<file path="src/sv/dvrt_pkg.sv">
// ----------------------------------------------------------------------------
// dvrt_pkg
// shared types and constants of the distance-vector route table
// ----------------------------------------------------------------------------
`default_nettype none

package dvrt_pkg;

    localparam logic [9:0]  UNREACHABLE   = 10'd999;
    localparam logic [15:0] TIMEOUT_RESET = 16'd10;

    // configuration register index, taken from paddr[2]
    localparam logic REG_OWN_ADDRESS      = 1'b0;
    localparam logic REG_NEIGHBOR_TIMEOUT = 1'b1;

    typedef enum logic [2:0] {
        KIND_HELLO  = 3'd0,
        KIND_VECTOR = 3'd1,
        KIND_TICK   = 3'd2,
        KIND_SENT   = 3'd3,
        KIND_QUERY  = 3'd4
    } t_kind;

    typedef enum logic [3:0] {
        S_CLEAR, S_IDLE, S_NBR_SCAN, S_NBR_DEC, S_LOOK_RD, S_LOOK_CHK,
        S_VIA_RD, S_VIA_CHK, S_APPLY, S_DONE, S_TICK, S_DROP_RD,
        S_DROP_CHK, S_DV_RD, S_DV_CHK, S_DV_END
    } t_state;

    typedef enum logic [4:0] {
        OP_NONE, OP_CLEAR, OP_IDLE, OP_NBR_SCAN, OP_NBR_DEC, OP_LOOK_RD,
        OP_LOOK_CHK, OP_VIA_RD, OP_VIA_CHK, OP_APPLY, OP_DONE, OP_TICK_CHK,
        OP_DROP_RD, OP_DROP_CHK, OP_DV_RD, OP_DV_CHK, OP_DV_END
    } t_dp_op;

    typedef struct packed {
        logic       in_valid;
        logic [2:0] kind;
        logic       own_sender;
        logic       clear_last;
        logic       nbr_last;
        logic       look_hit;
        logic       dest_last;
        logic       via_last;
        logic       tick_drop;
        logic       tick_last;
        logic       dcnt_zero;
        logic       dv_last;
        logic       out_free;
    } t_dp_status;

endpackage

`default_nettype wire

</file>
<file path="src/sv/dvrt_ctrl.sv">
// ----------------------------------------------------------------------------
// dvrt_ctrl
// sequencer of the route table: except while S_DONE waits on the output, one datapath operation per cycle
// ----------------------------------------------------------------------------
`default_nettype none

module dvrt_ctrl
    import dvrt_pkg::*;
(
    input  wire logic       i_clk,
    input  wire logic       i_rst_n,
    input  wire t_dp_status i_status,
    output t_dp_op          o_op
);

    t_state r_state;
    t_state n_state;

    always_ff @(posedge i_clk) begin
        if (!i_rst_n) begin
            r_state <= S_CLEAR;
        end else begin
            r_state <= n_state;
        end
    end

    always_comb begin
        n_state = r_state;
        o_op    = OP_NONE;
        unique case (r_state)
            S_CLEAR: begin
                o_op = OP_CLEAR;
                if (i_status.clear_last) n_state = S_IDLE;
            end
            S_IDLE: begin
                o_op = OP_IDLE;
                if (i_status.in_valid) begin
                    if (i_status.kind == KIND_HELLO) begin
                        n_state = i_status.own_sender ? S_LOOK_RD : S_NBR_SCAN;
                    end else if (i_status.kind == KIND_TICK) begin
                        n_state = S_TICK;
                    end else begin
                        n_state = S_LOOK_RD;
                    end
                end
            end
            S_NBR_SCAN: begin
                o_op = OP_NBR_SCAN;
                if (i_status.nbr_last) n_state = S_NBR_DEC;
            end
            S_NBR_DEC: begin
                o_op    = OP_NBR_DEC;
                n_state = S_LOOK_RD;
            end
            S_LOOK_RD: begin
                o_op    = OP_LOOK_RD;
                n_state = S_LOOK_CHK;
            end
            S_LOOK_CHK: begin
                o_op = OP_LOOK_CHK;
                if (i_status.look_hit)       n_state = S_VIA_RD;
                else if (i_status.dest_last) n_state = S_APPLY;
                else                         n_state = S_LOOK_RD;
            end
            S_VIA_RD: begin
                o_op    = OP_VIA_RD;
                n_state = i_status.via_last ? S_APPLY : S_VIA_CHK;
            end
            S_VIA_CHK: begin
                o_op    = OP_VIA_CHK;
                n_state = S_VIA_RD;
            end
            S_APPLY: begin
                o_op    = OP_APPLY;
                n_state = S_DONE;
            end
            S_DONE: begin
                if (i_status.out_free) begin
                    o_op    = OP_DONE;
                    n_state = S_IDLE;
                end
            end
            S_TICK: begin
                o_op = OP_TICK_CHK;
                if (i_status.tick_drop)      n_state = S_DROP_RD;
                else if (i_status.tick_last) n_state = S_LOOK_RD;
            end
            S_DROP_RD: begin
                o_op    = OP_DROP_RD;
                n_state = S_DROP_CHK;
            end
            S_DROP_CHK: begin
                o_op = OP_DROP_CHK;
                if (!i_status.dcnt_zero)     n_state = S_DV_RD;
                else if (i_status.dest_last) n_state = S_TICK;
                else                         n_state = S_DROP_RD;
            end
            S_DV_RD: begin
                o_op    = OP_DV_RD;
                n_state = i_status.dv_last ? S_DV_END : S_DV_CHK;
            end
            S_DV_CHK: begin
                o_op    = OP_DV_CHK;
                n_state = S_DV_RD;
            end
            S_DV_END: begin
                o_op    = OP_DV_END;
                n_state = i_status.dest_last ? S_TICK : S_DROP_RD;
            end
            default: begin
                n_state = S_CLEAR;
            end
        endcase
    end

endmodule

`default_nettype wire

</file>
<file path="config.mk">
export PLATFORM = sky130hd
export DESIGN_NAME = dvrt_ctrl
export DESIGN_NICKNAME = d
export VERILOG_FILES = /design/src/sv/dvrt_pkg.sv /design/src/sv/dvrt_ctrl.sv
export SDC_FILE = /design/constraint.sdc
export NUM_CORES = 1
export LEC_CHECK = 0
export BUFFER_PORTS_ARGS = -buffer_cell sky130_fd_sc_hd__buf_2
export CAP_MARGIN = 20
export CORE_MARGIN = 2
export CORE_UTILIZATION = 44
export DETAILED_ROUTE_END_ITERATION = 8
export PLACE_DENSITY = 0.8
export SLEW_MARGIN = 20
export SYNTH_ARGS = -nofsm -noshare
export SYNTH_HDL_FRONTEND = slang
export SYNTH_SLANG_ARGS = --single-unit
</file>
<file path="constraint.sdc">
create_clock -name i_clk -period 1.3 [get_ports i_clk]
set_input_delay 0.065 -clock i_clk [delete_from_list [all_inputs] [get_ports i_clk]]
set_output_delay 0.065 -clock i_clk [all_outputs]
set_load 0.01 [all_outputs]
</file>
==> results <==
- The flow ran to the end, but the final reports show violations.
- The final reports fail on negative setup slack.
- The number of storage elements in the synthesis netlist is 4.
- The clock root buffer is sky130_fd_sc_hd__clkbuf_4.
- The starting utilization of the core area is 0.482.
- The number of setup violations in the final report is 6.
- After synthesis the cells add up to 643 sq um.
- The top cell types in the final layout, fill and taps aside, are 25 x sky130_fd_sc_hd__buf_4, 21 x sky130_fd_sc_hd__buf_2, 5 x sky130_fd_sc_hd__inv_1, 5 x sky130_fd_sc_hd__buf_6.
- Clock-pin slew was measured on the worst setup and hold paths at 0.05 ns.
- The count of final hold-check violations was 0.
- The number of antenna cells inserted is 0.
- The type of the most critical hold path is input port to flip-flop.
- In this run the remaining antenna-violating nets after routing total 0.
- The detailed-placement wirelength estimate is 1.61 mm.
- The first global-routing pass estimated 3.95 mm of wire.
- The post-synthesis average cell area is 7.57 sq um.
- The data required time of the critical path is 1.44 ns.
- The transition time at the pin with the least slew margin is 0.538 ns.
- The largest fanout of any net on the critical path is 7.
- TritonCTS built the clock tree.
- The peak ir drop on the vdd network is 1.09 mV.
- After global routing the overflow that remains totals 0.
- The number of clock buffers inserted by TritonCTS is 3.
- The first-pass iteration count of the detailed router is 4.
- The worst path in the final design needs a cycle of 1.53 ns, including I/O delays and setup.
- The synthesized netlist contains 43 unique library cells.
- The register with the most flip-flops in the layout has 4 of them.
- The number of warnings printed during yosys synthesis is 0.
- In this run the horizontal extent of the chip is 42.2 um.
- The floorplan step defined a die boundary enclosing 0.00178 sq mm.
- With fillers left out, the area of the finished cells amounts to 0.00111 sq mm.
- The ratio of routed vias to standard cells is 6.45.
- The floorplan has 13 rows.
- The tree built by TritonCTS fans out to 4 sinks.
- The setup TNS after final layout is -1.12 ns.
- The total area inside the core boundary comes to 0.00133 sq mm.
- The highest clock frequency the design can meet is 654 MHz.
- The total global-route track usage is 0.292.
- The combinational group share of total power is 0.803.
- The maximum clock insertion buffer count is 2.
- The dominant register cell in the synthesized netlist is sky130_fd_sc_hd__dfxtp_1.
- The max-slew violation total from the final report was 0.
- Hold is met by 0.0855 ns.
- The number of global-route vias before repair is 870.
- Power spread over the standard cell area amounts to 2040 mW/mm^2.
- Of the total power, the share spent switching nets is 0.428.
- Pin placement for this block handled 22 I/O pins.
- Relative to the synthesized area, the layout overhead comes to 72.4%.
- Of all flip-flops after synthesis, the portion carrying an async set or reset was 0.
- The smallest setup slack after layout is -0.230 ns.
- After filler insertion, the fill cell instance count of the layout stands at 75.
- Of the cells placed in the final design, the portion with a size suffix greater than 1 is 0.594.
- The clock latency on the worst-skew pair is 0.25 ns.
- The final wirelength is 2.77 mm.
- The sequential fraction of the synthesis area is 0.125.
- At the end of routability-driven placement, the weighted congestion stood at 0.975.
- The worst path arrival time is 1.67 ns.
- The switching power of the nets is 969 uW.
- The relative max-transition margin is 0.639.
- The most common cell after layout, fill and taps aside is sky130_fd_sc_hd__buf_4.
- The initial antenna violation count is 0.
- r_state holds more flip-flops than any other register.
- The share of the clock period used by the worst path is 1.18.
- The number of max-cap violations is 0.
- The internal power contribution is 1.29 mW.
- The synthesized design contains 0 enable-type register cells.
- At the end of the flow, the number of nets in the layout was 152.
- The worst clock skew is 0.00922 ns.
- Synthesis produced a netlist whose cell count is 85.
- The floorplan die height is 42.2 um.
- The share of total power dissipated in the clock network is 0.076.
- When the netlist entered floorplanning its net count stood at 102.
- The number of DRC markers after the initial detailed-route iteration is 82.
- The cell area after placement is 900 sq um.
- The kind of end point of the critical path is a flip-flop.
- In the final layout, the registers with the most flip-flops are r_state: 4 flops.
- Dividing the detail-routed wire length by the instance count gives 18.7 um.
- In the routed design, unresolved DRC markers number 0.
- Setup repair after global routing could not meet its margin everywhere.
- The total instance count after detailed placement is 135.
- The number of buffers inserted for hold repair after clock tree synthesis is 0.
- The critical setup path kind is flip-flop to flip-flop.
- In this run the static leakage power is 0.505 nW.
- The count of port buffers added during placement is 21.
- The worst setup path is launched from a flip-flop.
- The total via count after detailed routing is 955.
- CTS built an H-tree with a depth of 1.
- Entering global routing, the biggest net connects 15 pins.
- The final non-filler cell total is 148.
- The share of total power dissipated in sequential elements is 0.121.
critical path, stage by stage, from the launching register on:
cell and delay [ns]:
sky130_fd_sc_hd__dfxtp_4 0.37, sky130_fd_sc_hd__buf_6 0.12, sky130_fd_sc_hd__or3b_1 0.37, sky130_fd_sc_hd__a31oi_1 0.23
sky130_fd_sc_hd__a211oi_2 0.06, sky130_fd_sc_hd__a221oi_2 0.28
cells by family after synthesis:
logic type                after synthesis  share of synthesized area
AOI/OAI and AO/OA                      31                      0.374
muxes                                   2                     0.0350
buffers and inverters                  14                      0.126
and+or+nand+nor                        33                      0.327
xor gates and xnor gates                1                     0.0136
DFF                                     4                      0.125
worst paths after layout:
check | from | to | slack (ns) | cells past startpoint
max | r_state[3] | r_state[0] | -0.23 | 5
min reg2reg | r_state[2] | r_state[1] | 0.66 | 2
min | i_rst_n | r_state[2] | 0.09 | 3
max reg2reg | r_state[3] | r_state[0] | -0.23 | 5
metrics by stage:
| step | setup slack, ns | utilization | total power [mW] |
|---|---|---|---|
| after global placement | -0.223 | 0.674 | 1.52 |
| after global routing | -0.276 | 0.831 | 2.38 |
| final | -0.230 | 0.831 | 2.26 |
| after floorplan | -0.0547 | - | 1.03 |
| after detailed placement | -0.288 | 0.674 | 1.54 |
| after CTS | -0.182 | 0.753 | 1.92 |
layout make-up:
class / instances / area [sq um] / share of cell area
clock buffers: 3 / 22.5 / 0.0203
inverters: 6 / 22.5 / 0.0203
well taps: 15 / 18.8 / 0.0169
multi-input cells: 67 / 563 / 0.508
repair buffers: 53 / 389 / 0.351
flip-flops and latches: 4 / 92.6 / 0.0835
metal layers:
layer | GRT usage | up-vias | wire (um)
li1 | - | 418 | -
met1 | 0.366 | 445 | 1020
met2 | 0.474 | 77 | 1320
met3 | 0.0388 | 15 | 310
met4 | 0.163 | 0 | 120
met5 | 0 | - | 0
cells in the mapped netlist (all sizes together), types with 2 or more instances:
| library cell | number | share of area |
|---|---|---|
| a211oi | 4 | 0.047 |
| a21o | 2 | 0.023 |
| a21oi | 4 | 0.031 |
| a221oi | 2 | 0.027 |
| a31oi | 2 | 0.019 |
| buf | 7 | 0.086 |
| dfxtp | 4 | 0.12 |
| inv | 6 | 0.035 |
| mux2 | 2 | 0.035 |
| nand2 | 5 | 0.029 |
| nand2b | 2 | 0.019 |
| nand3 | 3 | 0.023 |
| nor2 | 4 | 0.023 |
| nor2b | 2 | 0.019 |
| nor3 | 2 | 0.016 |
| nor3b | 3 | 0.035 |
| o21a | 2 | 0.023 |
| o21ai | 3 | 0.023 |
| o311a | 2 | 0.031 |
| or2 | 2 | 0.019 |
| or2b | 4 | 0.049 |
power groups by stage:
stage | combinational [mW] | clock (mW) | sequential [mW]
after CTS | 1.47 | 0.170 | 0.283
after floorplan | 0.830 | 0 | 0.201
after global placement | 1.26 | 0 | 0.257
after global routing | 1.92 | 0.184 | 0.278
final | 1.82 | 0.173 | 0.273
after detailed placement | 1.28 | 0 | 0.264
repair_timing:
item | 4_1_cts | 5_1_grt
hold endpoints to repair | 0 | 0
gates cloned | 0 | 0
setup buffers | 5 | 5
pin swaps | 3 | 9
endpoints found under the setup margin | 7 | 8
gates resized for setup | 15 | 16
No activity file was read; power rests on OpenSTA's default activity.
